[config.mk]
export PLATFORM = sky130hd
export DESIGN_NAME = positional_list_engine_core
export DESIGN_NICKNAME = d
export VERILOG_FILES = /design/src/hw/rtl/ple_pkg.sv /design/src/hw/rtl/ple_store.sv /design/src/hw/rtl/positional_list_engine_core.sv
export VERILOG_INCLUDE_DIRS = /design/src /design/src/hw/rtl
export SDC_FILE = /design/constraint.sdc
export NUM_CORES = 2
export LEC_CHECK = 0
export BUFFER_PORTS_ARGS = -buffer_cell sky130_fd_sc_hd__buf_2
export CAP_MARGIN = 30
export CORE_ASPECT_RATIO = 2
export CORE_MARGIN = 2
export CORE_UTILIZATION = 57
export CTS_CLUSTER_DIAMETER = 120
export DETAILED_ROUTE_END_ITERATION = 10
export PLACE_DENSITY_LB_ADDON = 0.08
export SLEW_MARGIN = 20
export SYNTH_ARGS = -nofsm -noshare
export SYNTH_HDL_FRONTEND = slang
export SYNTH_SLANG_ARGS = --single-unit
[constraint.sdc]
create_clock -name clk_i -period 4.6 [get_ports clk_i]
set_input_delay 0.69 -clock clk_i [delete_from_list [all_inputs] [get_ports clk_i]]
set_output_delay 0.69 -clock clk_i [all_outputs]
set_load 0.05 [all_outputs]
[src/hw/rtl/positional_list_engine_core_defines.svh]
// Assertion macros shared by the positional list engine RTL.
`ifndef POSITIONAL_LIST_ENGINE_CORE_DEFINES_SVH
`define POSITIONAL_LIST_ENGINE_CORE_DEFINES_SVH

// Check cons in the same cycle as ante.
`define PLE_ASSERT_NOW(lbl, ante, cons, msg) \
  lbl: assert property (@(posedge clk_i) disable iff (!rst_ni) (ante) |-> (cons)) \
    else $error(msg);

// Check cons in the cycle after ante.
`define PLE_ASSERT_NEXT(lbl, ante, cons, msg) \
  lbl: assert property (@(posedge clk_i) disable iff (!rst_ni) (ante) |=> (cons)) \
    else $error(msg);

`endif

[src/hw/rtl/ple_pkg.sv]
// Types and constants for the positional list engine.
`timescale 1ns / 1ps
package ple_pkg;

  localparam int unsigned POS_W = 7;
  localparam int unsigned VAL_W = 32;
  localparam int unsigned LEN_W = 7;

  typedef enum logic [1:0] {
    OP_INSERT = 2'd0,
    OP_REMOVE = 2'd1,
    OP_FIND   = 2'd2,
    OP_GET    = 2'd3
  } op_e;

  typedef enum logic [1:0] {
    ST_OK        = 2'd0,
    ST_RANGE     = 2'd1,
    ST_FULL      = 2'd2,
    ST_NOT_FOUND = 2'd3
  } status_e;

  typedef enum logic [2:0] {
    S_IDLE,
    S_DECIDE,
    S_MOVE,
    S_SCAN,
    S_READ
  } state_e;

  typedef struct packed {
    op_e                      operation;
    logic [POS_W-1:0]         position;
    logic signed [VAL_W-1:0]  value;
  } req_t;

  typedef struct packed {
    status_e                  status;
    logic [POS_W-1:0]         found_position;
    logic signed [VAL_W-1:0]  read_value;
    logic [LEN_W-1:0]         list_length;
  } rsp_t;

endpackage

[src/hw/rtl/ple_store.sv]
// Entry memory: one write port and one registered read port.
`timescale 1ns / 1ps
module ple_store #(
  parameter int unsigned DEPTH = 64,
  parameter int unsigned WIDTH = 32
) (
  input  logic                     clk_i,
  input  logic                     we_i,
  input  logic [$clog2(DEPTH)-1:0] waddr_i,
  input  logic [WIDTH-1:0]         wdata_i,
  input  logic                     re_i,
  input  logic [$clog2(DEPTH)-1:0] raddr_i,
  output logic [WIDTH-1:0]         rdata_o
);

  logic [WIDTH-1:0] mem_q [DEPTH];
  logic [WIDTH-1:0] rdata_q;

  always_ff @(posedge clk_i) begin
    if (we_i) begin
      mem_q[waddr_i] <= wdata_i;
    end
    if (re_i) begin
      rdata_q <= mem_q[raddr_i];
    end
  end

  assign rdata_o = rdata_q;

endmodule

[src/hw/rtl/positional_list_engine_core.sv]
// Positional list engine: sequencer that walks the entry memory one entry a cycle.
// A request is captured in S_IDLE and checked in S_DECIDE, which ends a rejected one;
// get reads in S_DECIDE and returns in S_READ, insert and remove move N entries in
// S_MOVE, and find scans in S_SCAN until a hit or the end of the list.
// Throughput: one request at a time; a new request is accepted in the done_o cycle.
// Reset clears the length and control state, not the entry memory; done_o cannot stall.
`timescale 1ns / 1ps
`include "positional_list_engine_core_defines.svh"
module positional_list_engine_core
  import ple_pkg::*;
#(
  parameter int unsigned CAPACITY     = 64,
  parameter int unsigned ELEMENT_BITS = 32
) (
  input  logic clk_i,
  input  logic rst_ni,
  input  logic start_i,
  input  req_t req_i,
  output logic busy_o,
  output logic done_o,
  output rsp_t rsp_o
);

  localparam int unsigned AW = $clog2(CAPACITY);
  localparam int unsigned LW = $clog2(CAPACITY + 1);
  localparam int unsigned CW = ((LW > POS_W) ? LW : POS_W) + 1;
  localparam int unsigned EW = (ELEMENT_BITS > VAL_W) ? VAL_W : ELEMENT_BITS;

  state_e           state_q, state_d;
  op_e              op_q, op_d;
  logic [POS_W-1:0] pos_q, pos_d;
  logic [EW-1:0]    val_q, val_d;
  logic [LW-1:0]    len_q, len_d;
  logic [LW-1:0]    cnt_q, cnt_d;
  logic [AW-1:0]    src_q, src_d;
  logic [AW-1:0]    dst_q, dst_d;
  logic             pend_q, pend_d;
  logic             up_q, up_d;
  logic             done_q, done_d;
  rsp_t             rsp_q, rsp_d;

  logic             we;
  logic [AW-1:0]    waddr;
  logic [EW-1:0]    wdata;
  logic             re;
  logic [AW-1:0]    raddr;
  logic [EW-1:0]    rdata;

  logic [CW-1:0]    pos_w, len_w;
  logic             ins_bad, acc_bad, is_full, cnt_nz, hit, walk_end;
  logic [AW-1:0]    src_step, dst_next;
  logic [CW-1:0]    found_ext;
  logic [VAL_W-1:0] rd_ext;

  ple_store #(
    .DEPTH (CAPACITY),
    .WIDTH (EW)
  ) u_store (
    .clk_i   (clk_i),
    .we_i    (we),
    .waddr_i (waddr),
    .wdata_i (wdata),
    .re_i    (re),
    .raddr_i (raddr),
    .rdata_o (rdata)
  );

  assign pos_w     = CW'(pos_q);
  assign len_w     = CW'(len_q);
  assign ins_bad   = (pos_w == '0) || (pos_w > len_w + CW'(1));
  assign acc_bad   = (pos_w == '0) || (pos_w > len_w);
  assign is_full   = (len_w == CW'(CAPACITY));
  assign cnt_nz    = (cnt_q != '0);
  assign hit       = pend_q && (rdata == val_q);
  assign walk_end  = !cnt_nz && !pend_q;
  assign src_step  = up_q ? (src_q - AW'(1)) : (src_q + AW'(1));
  assign dst_next  = up_q ? (src_q + AW'(1)) : (src_q - AW'(1));
  assign found_ext = CW'(dst_q) + CW'(1);
  assign rd_ext    = VAL_W'(rdata);

  always_comb begin
    state_d = state_q;
    case (state_q)
      S_IDLE: begin
        if (start_i) begin
          state_d = S_DECIDE;
        end
      end
      S_DECIDE: begin
        case (op_q)
          OP_INSERT: state_d = (ins_bad || is_full) ? S_IDLE : S_MOVE;
          OP_REMOVE: state_d = acc_bad ? S_IDLE : S_MOVE;
          OP_FIND:   state_d = S_SCAN;
          OP_GET:    state_d = acc_bad ? S_IDLE : S_READ;
          default:   state_d = S_IDLE;
        endcase
      end
      S_MOVE: begin
        if (walk_end) begin
          state_d = S_IDLE;
        end
      end
      S_SCAN: begin
        if (hit || walk_end) begin
          state_d = S_IDLE;
        end
      end
      S_READ:  state_d = S_IDLE;
      default: state_d = S_IDLE;
    endcase
  end

  always_comb begin
    logic [CW-1:0] len_ext;
    op_d   = op_q;
    pos_d  = pos_q;
    val_d  = val_q;
    len_d  = len_q;
    cnt_d  = cnt_q;
    src_d  = src_q;
    dst_d  = dst_q;
    up_d   = up_q;
    pend_d = 1'b0;
    done_d = 1'b0;
    rsp_d  = rsp_q;
    we     = 1'b0;
    waddr  = dst_q;
    wdata  = rdata;
    re     = 1'b0;
    raddr  = src_q;
    rsp_d.found_position = rsp_q.found_position;
    case (state_q)
      S_IDLE: begin
        if (start_i) begin
          op_d  = req_i.operation;
          pos_d = req_i.position;
          val_d = req_i.value[EW-1:0];
        end
      end
      S_DECIDE: begin
        rsp_d.status         = ST_RANGE;
        rsp_d.found_position = '0;
        rsp_d.read_value     = '0;
        case (op_q)
          OP_INSERT: begin
            if (ins_bad) begin
              done_d = 1'b1;
            end else if (is_full) begin
              done_d       = 1'b1;
              rsp_d.status = ST_FULL;
            end else begin
              up_d  = 1'b1;
              src_d = AW'(len_w - CW'(1));
              cnt_d = LW'(len_w - pos_w + CW'(1));
            end
          end
          OP_REMOVE: begin
            if (acc_bad) begin
              done_d = 1'b1;
            end else begin
              up_d  = 1'b0;
              src_d = AW'(pos_w);
              cnt_d = LW'(len_w - pos_w);
            end
          end
          OP_FIND: begin
            up_d  = 1'b0;
            src_d = '0;
            cnt_d = len_q;
          end
          OP_GET: begin
            if (acc_bad) begin
              done_d = 1'b1;
            end else begin
              re    = 1'b1;
              raddr = AW'(pos_w - CW'(1));
            end
          end
          default: done_d = 1'b1;
        endcase
      end
      S_MOVE: begin
        if (cnt_nz) begin
          re     = 1'b1;
          src_d  = src_step;
          dst_d  = dst_next;
          cnt_d  = cnt_q - LW'(1);
          pend_d = 1'b1;
        end
        if (pend_q) begin
          we = 1'b1;
        end
        if (walk_end) begin
          done_d       = 1'b1;
          rsp_d.status = ST_OK;
          if (up_q) begin
            we    = 1'b1;
            waddr = AW'(pos_w - CW'(1));
            wdata = val_q;
            len_d = len_q + LW'(1);
          end else begin
            len_d = len_q - LW'(1);
          end
        end
      end
      S_SCAN: begin
        if (hit) begin
          done_d               = 1'b1;
          rsp_d.status         = ST_OK;
          rsp_d.found_position = found_ext[POS_W-1:0];
        end else if (walk_end) begin
          done_d       = 1'b1;
          rsp_d.status = ST_NOT_FOUND;
        end else if (cnt_nz) begin
          re     = 1'b1;
          src_d  = src_step;
          dst_d  = src_q;
          cnt_d  = cnt_q - LW'(1);
          pend_d = 1'b1;
        end
      end
      S_READ: begin
        done_d           = 1'b1;
        rsp_d.status     = ST_OK;
        rsp_d.read_value = rd_ext;
      end
      default: ;
    endcase
    len_ext = CW'(len_d);
    if (done_d) begin
      rsp_d.list_length = len_ext[LEN_W-1:0];
    end
  end

  always_ff @(posedge clk_i or negedge rst_ni) begin
    if (!rst_ni) begin
      state_q <= S_IDLE;
      len_q   <= '0;
      cnt_q   <= '0;
      pend_q  <= 1'b0;
      up_q    <= 1'b0;
      done_q  <= 1'b0;
    end else begin
      state_q <= state_d;
      len_q   <= len_d;
      cnt_q   <= cnt_d;
      pend_q  <= pend_d;
      up_q    <= up_d;
      done_q  <= done_d;
    end
  end

  always_ff @(posedge clk_i) begin
    op_q  <= op_d;
    pos_q <= pos_d;
    val_q <= val_d;
    src_q <= src_d;
    dst_q <= dst_d;
    rsp_q <= rsp_d;
  end

  assign busy_o = (state_q != S_IDLE);
  assign done_o = done_q;
  assign rsp_o  = rsp_q;

  `PLE_ASSERT_NEXT(a_req_sets_busy, start_i && !busy_o, busy_o, "busy did not rise after request")
  `PLE_ASSERT_NOW(a_len_bound, 1'b1, len_q <= LW'(CAPACITY), "length above capacity")
  `PLE_ASSERT_NOW(a_err_len_hold, done_o && (rsp_o.status == ST_RANGE || rsp_o.status == ST_FULL), len_q == $past(len_q), "failed request changed length")
  `PLE_ASSERT_NOW(a_err_zero, done_o && rsp_o.status != ST_OK, rsp_o.read_value == '0 && rsp_o.found_position == '0, "error result carries data")
  `PLE_ASSERT_NEXT(a_scan_read, state_q == S_SCAN && cnt_q != '0 && !hit, pend_q, "scan read not issued")

endmodule

======== Word-level counts from Yosys, hierarchy flattened ========
Memories as Yosys holds them, arrays and structs flattened. A register that Yosys moved wholly into a read port is not among the register bits.
Cells that the tools add are included.
word-level totals
  logic and storage cells ................. 158
  register bits after elaboration ......... 121
  memories kept ........................... 1
  input port bits ......................... 44
  RAM bits ................................ 2048
operators by class
  add/subtract/negate cells ............... 11
  reductions and logical operators ........ 27
  eq/ne operators ......................... 25
  multiplexer cells ....................... 77
  magnitude comparators ................... 2
memories
  memory         words  bits a word  rd ports  clocked after memory_dff  write ports  line             text
  u_store.mem_q  64     32           1         1                         1            ple_store.sv:16  logic [WIDTH-1:0] mem_q [DEPTH];
operators with widths
  operator                                                            count
  6-bit 2-to-1 mux                                                    18
  32-bit 2-to-1 mux                                                   3
  7-bit 2-to-1 mux                                                    10
  32-bit case mux with 2 select lines                                 1
  7-bit case mux with 3 select lines                                  2
  6-bit case mux with 3 select lines                                  2
  32-bit equality test                                                1
  3-bit case mux with 4 select lines                                  2
  2-bit inequality test, second input constant                        11
  1-bit 2-to-1 mux                                                    19
  6-bit by 1-bit subtractor with 6-bit output, second input constant  3
  2-bit 2-to-1 mux                                                    8
  7-bit by 1-bit adder with 7-bit output, second input constant       2
  7-bit case mux with 2 select lines                                  1
  7-bit by 1-bit subtractor with 7-bit output, second input constant  2
  3-bit 2-to-1 mux                                                    4
  3-bit inequality test, second input constant                        4
  6-bit case mux with 2 select lines                                  1
  5-bit AND reduction                                                 2
  3-bit nonzero test                                                  3
  7-bit by 1-bit adder with 8-bit output, second input constant       1
  7-bit by 8-bit greater-than comparator with 1-bit output            1
  8-bit zero test                                                     1
  2-bit case mux with 4 select lines                                  1
  26 further kinds                                                    39

======== Longest topological paths before layout ========
  word-level depth ........................ 7
  depth in mapped cells ................... 16

======== Cells and area by module ========
A second synthesis with hierarchy kept.
unflattened totals
  cell total of the unflattened synthesis .. 3998
  area total of the unflattened synthesis .. 86200.2 um2
by module, submodules not included
  module                       instances  area each (um2)  cells each  seq. area each (um2)
  ple_store                    1          79092.1          3369        62459.9
  positional_list_engine_core  1          7108.1           629         3533.4

======== Least setup slack after synthesis ========
Ideal clock, no wire load.
  kind .................................... reg2reg
  start point ............................. register cnt_q[0]
  end point ............................... memory u_store.mem_q[56][0], enable pin
  data arrival time ....................... 4203 ps
  period minus slack after synthesis ...... 4625 ps
  buffers on the path ..................... 0
  stages on the path, launching flop included .. 12
  path slack .............................. -25 ps
  data required time ...................... 4179 ps
  setup time .............................. 421 ps
  cells stage by stage .................... dfrtp_1 -> inv_1 -> ha_1 -> or3b_1 -> or4_4 -> nor4_4 -> nand2_2 -> nand2_1 -> o21ai_1 -> nor4_2 -> nand2_2 -> nor2_1
between the ends
  word-level cells in the longest chain between the ends .. 7
  elaborated cells between the ends (all ways) .. 9
  classes of those cells .................. mux: 6; reduce/logical: 3
RTL lines
  item                                    line                                text
  start: declaration                      positional_list_engine_core.sv:34   logic [LW-1:0] cnt_q, cnt_d;
  start signal: assignment                positional_list_engine_core.sv:246  cnt_q <= cnt_d;
  7-bit nonzero test *                    positional_list_engine_core.sv:73   assign cnt_nz = (cnt_q != '0);
  1-bit zero test *                       positional_list_engine_core.sv:75   assign walk_end = !cnt_nz && !pend_q;
  1-bit logical AND *                     positional_list_engine_core.sv:75
  1-bit 2-to-1 mux                        positional_list_engine_core.sv:193  if (walk_end) begin
  1-bit 2-to-1 mux                        positional_list_engine_core.sv:132  case (state_q)
  1-bit 2-to-1 mux                        ple_store.sv:20                     if (we_i) begin
  1-bit 2-to-1 mux (implied by the code)  ple_store.sv:21                     mem_q[waddr_i] <= wdata_i;
  end: declaration                        ple_store.sv:16
Mark *: on every way between the ends. The rest lies on a longest branch, timed or not.

======== Worst setup path after layout ========
  start point ............................. register pos_q[0]
  end point ............................... register u_store.rdata_q[18], in the netlist u_store.rdata_o[18], read port of u_store.mem_q, data pin
between the ends
  word-level cells in the longest chain between the ends .. 5
  elaborated cells between the ends (all ways) .. 10
  classes of those cells .................. add/sub: 1; order compare: 1; mux: 6; reduce/logical: 2
RTL lines
  item                                                                           line                                text
  start: declaration                                                             positional_list_engine_core.sv:31   logic [POS_W-1:0] pos_q, pos_d;
  start signal: assignment                                                       positional_list_engine_core.sv:255  pos_q <= pos_d;
  7-bit greater-than comparator / 8-bit zero test (equally long branches)        positional_list_engine_core.sv:71   assign acc_bad = (pos_w == '0) || (pos_w > len_w);
  1-bit logical OR                                                               positional_list_engine_core.sv:71
  1-bit 2-to-1 mux / 6-bit 2-to-1 mux (equally long branches)                    positional_list_engine_core.sv:172  if (acc_bad) begin
  1-bit 2-to-1 mux / 6-bit 2-to-1 mux (equally long branches)                    positional_list_engine_core.sv:144  case (op_q)
  1-bit case mux with 3 select lines / 6-bit 2-to-1 mux (equally long branches)  positional_list_engine_core.sv:132
  end: declaration                                                               ple_store.sv:17                     logic [WIDTH-1:0] rdata_q;
Several ways; a longest one is shown, not always the timed one.
A chain may end at the register's enable or synchronous reset.

==> results.sh <==
export IMPL_area_delta_synth_final_pct=13.37
export IMPL_finalCritPeriodShare_pct=98.08
export IMPL_worst_endpoint_arrival_ns=5.09
export IMPL_final_common_cell="edfxtp_1"
export IMPL_slowest_delay_ns=0.54
export IMPL_yosys_area_top_type="edfxtp_1"
export IMPL_pwr_share_clk_pct=23.1
export IMPL_grt_pass1_wl_um=465300
export IMPL_place_congestion=0.9287
export IMPL_num_vias=66370
export IMPL_finish_utilization_pct=65.15
export IMPL_wl_um=326300
export IMPL_rsz0062_at_grt="no"
export IMPL_multi_input_area_um2=27020
export IMPL_swShare_pct=37.95
export IMPL_critical_path_buf_inv_count=4
export IMPL_ys_warn_count=0
export IMPL_worst_skew_pair_late_latency_ns=0.86
export IMPL_synth_cells=6757
export IMPL_skew_ns=0.03904
export IMPL_cts_root_buf="clkbuf_16"
export IMPL_final_cell_mix="edfxtp_1 (2,181), nand3_1 (908), o21ai_0 (533)"
export IMPL_syn_nets=6835
export IMPL_p_int_mw=42.63
export IMPL_drive_above_1_share_pct=15.83
export IMPL_synth_area_leaders="edfxtp_1 (69%), nand3_1 (4.8%), o21ai_0 (2.8%)"
export IMPL_ir_drop_v=0.0006050
export IMPL_synth_top_cell_area_share_pct=68.96
export IMPL_clk_pin_slew_ns=0.06
export IMPL_ant_nets=0
export IMPL_cts_sinks=2201
export IMPL_netSwitchingPower_mw=26.07
export IMPL_ys_ff_latch=2201
export IMPL_grtUsageTotal_pct=37.95
export IMPL_fin_crit_ns=4.512
export IMPL_worstSetupPathType="reg2reg"
export IMPL_syn_area_um2=94970
export IMPL_postLayoutCellArea_um2=107700
export IMPL_start_util_pct=57.47
export IMPL_seq_power_share_pct=39.8
export IMPL_crit_chain="inv_6 > ha_1 > or3b_1 > nor4_4 > a21o_2 > o31ai_4 > buf_12 > nand2_8 > buf_12 > buf_4 > mux2_2 > o2111ai_1 > nand4_1 > mux2_2"
export IMPL_end_kind="flip-flop"
export IMPL_grt_antenna_before_repair=19
export IMPL_fill_cells=11850
export IMPL_fin_ws_ns=0.08840
export IMPL_grt_overflow=0
export IMPL_relSlewSlack_pct=35.12
export IMPL_slew_violations=0
export IMPL_finalSetupViolations=0
export IMPL_grt_max_degree=116
export IMPL_syn_avg_cell_area_um2=14.06
export IMPL_via_per_inst=7.271
export IMPL_synth_edf_count=2181
export IMPL_critical_path_required_ns=5.18
export IMPL_placed_cell_area_um2=101500
export IMPL_pre_cts_ws_ns=0.06715
export IMPL_worst_path_max_delay_cell="edfxtp_1"
export IMPL_io_pins=94
export IMPL_crit_family="simple AND/OR/NAND/NOR gates"
export IMPL_critPathLaunchType="flip-flop"
export IMPL_powerDensity_nw_per_um2=638.0
export IMPL_die_w_um=292.6
export IMPL_ys_async_sr_fraction_pct=0.9087
export IMPL_cts_buffers=195
export IMPL_path_max_fanout=20
export IMPL_nets=6921
export IMPL_cts_buffer_depth=4
export IMPL_worstMarginPinSlew_ns=0.9658
export IMPL_dr_pass1_iters=6
export IMPL_stdcell_count=9127
export IMPL_core_um2=165300
export IMPL_finalHoldViolCount=0
export IMPL_first_iter_violations=8740
export IMPL_drc=0
export IMPL_grt_pass1_vias=65270
export IMPL_hold_path_class="in2reg"
export IMPL_placement_rows=211
export IMPL_yosysUniqueCellTypes=74
export IMPL_max_freq_ghz=0.2217
export IMPL_io_buffers=93
export IMPL_place_inst=8755
export IMPL_hpwlAfterDp_um=189200
export IMPL_wl_per_cell_um=35.76
export IMPL_die_area_um2=170100
export IMPL_status="complete, no violations"
export IMPL_regArea_um2=65990
export IMPL_ys_flop_type="edfxtp_1"
export IMPL_yosysSeqAreaShare_pct=69.49
export IMPL_maxCapViolCount=0
export IMPL_die_y_um=581.3
export IMPL_htreeDepth=4
export IMPL_combPwrFrac_pct=37.2
export IMPL_p_leak_nw=35.48
export IMPL_cts_tree="done"
[cells by family after synthesis]
family | Yosys count | share of synthesized area [%]
AOI/OAI and AO/OA | 1667 | 13.25
xor gates and xnor gates | 73 | 0.6732
adders and majority gates | 34 | 0.4637
buffers and inverters | 684 | 2.797
DFF | 2201 | 69.49
muxes | 328 | 3.884
and+or+nand+nor | 1770 | 9.449
[sequential cells by signal, indices dropped and copies added, names as in the netlist]
signal,count
cnt_q,7
done_o,1
dst_q,6
len_q,7
op_q,2
pend_q,1
pos_q,7
rsp_o,48
src_q,6
state_q,3
u_store.mem_q,2048
u_store.rdata_o,32
up_q,1
val_q,32
[power by group through the flow]
stage                     Combinational (mW)  Sequential (mW)  Clock, mW
after floorplan                         13.4             27.4          0
after global placement                  24.2             27.7          0
after detailed placement                24.9             27.7          0
after CTS                               25.0             27.3       16.0
after global routing                    26.7             27.4       16.6
final                                   25.5             27.3       15.8
[per-layer routing]
| metal | GRT usage [%] | vias up | part of all wire [%] |
|---|---|---|---|
| met5 | 0 | - | 0.029 |
| met4 | 24.26 | 12 | 7.4 |
| met3 | 7.528 | 1188 | 10 |
| met2 | 63.17 | 4389 | 49 |
| met1 | 45.15 | 33470 | 34 |
| li1 | - | 27310 | - |
[final cells by class]
class	count	area share (%)
flip-flops and latches	2201	61.30
multi-input cells	3872	25.10
repair buffers	549	5.508
clock buffers	239	4.725
well taps	2130	2.475
clock inverters	102	0.7751
inverters	24	0.09762
diodes	10	0.02324
[metrics by stage]
stage | hold WS, ns | TNS (ns) | power, mW
floorplan | 0.3944 | -22.95 | 40.77
global placement | 0.5282 | 0 | 51.87
detailed placement | 0.5353 | 0 | 52.58
CTS | 0.00001976 | 0 | 68.23
global route | 0.01492 | 0 | 70.69
finish | 0.03010 | 0 | 68.69
[synthesized netlist by cell type (all sizes together), types with 5 or more instances]
library cell,number
dfrtp,20
nand2b,7
xnor2,25
or2,5
a21boi,124
nor3,16
o21a,5
nand3,909
a311oi,6
mux2,324
clkbuf,529
o21ai,537
inv,23
ha,32
o2111a,132
a21oi,38
nor2,100
o31ai,5
a21o,9
and2,138
nor4,15
xor2,48
a22o,5
o2111ai,256
a211o,5
and3,167
buf,131
a211oi,132
nand2,321
edfxtp,2181
nand4,71
a32oi,264
o32a,124
[final timing paths]
check / depth (start not counted) / endpoint / from / slack (ns)
worst max register to register: 14 / u_store.rdata_o[18] / pos_q[0] / 0.09
worst min register to register: 1 / cnt_q[2] / cnt_q[2] / 0.55
worst max-delay path: 14 / u_store.rdata_o[18] / pos_q[0] / 0.09
worst min-delay path: 1 / val_q[22] / req_i[22] / 0.03
min in group asynchronous: 2 / done_o / rst_ni / 0.39
max in group asynchronous: 2 / up_q / rst_ni / 3.77
[repair_timing]
action / in CTS / in global routing
hold endpoints to repair: 36 / 0
setup buffers: 0 / 2
resized for setup: 0 / 1
setup endpoints to repair: 0 / 8
hold buffers: 17 / 0
(Power assumes the default switching activity.)
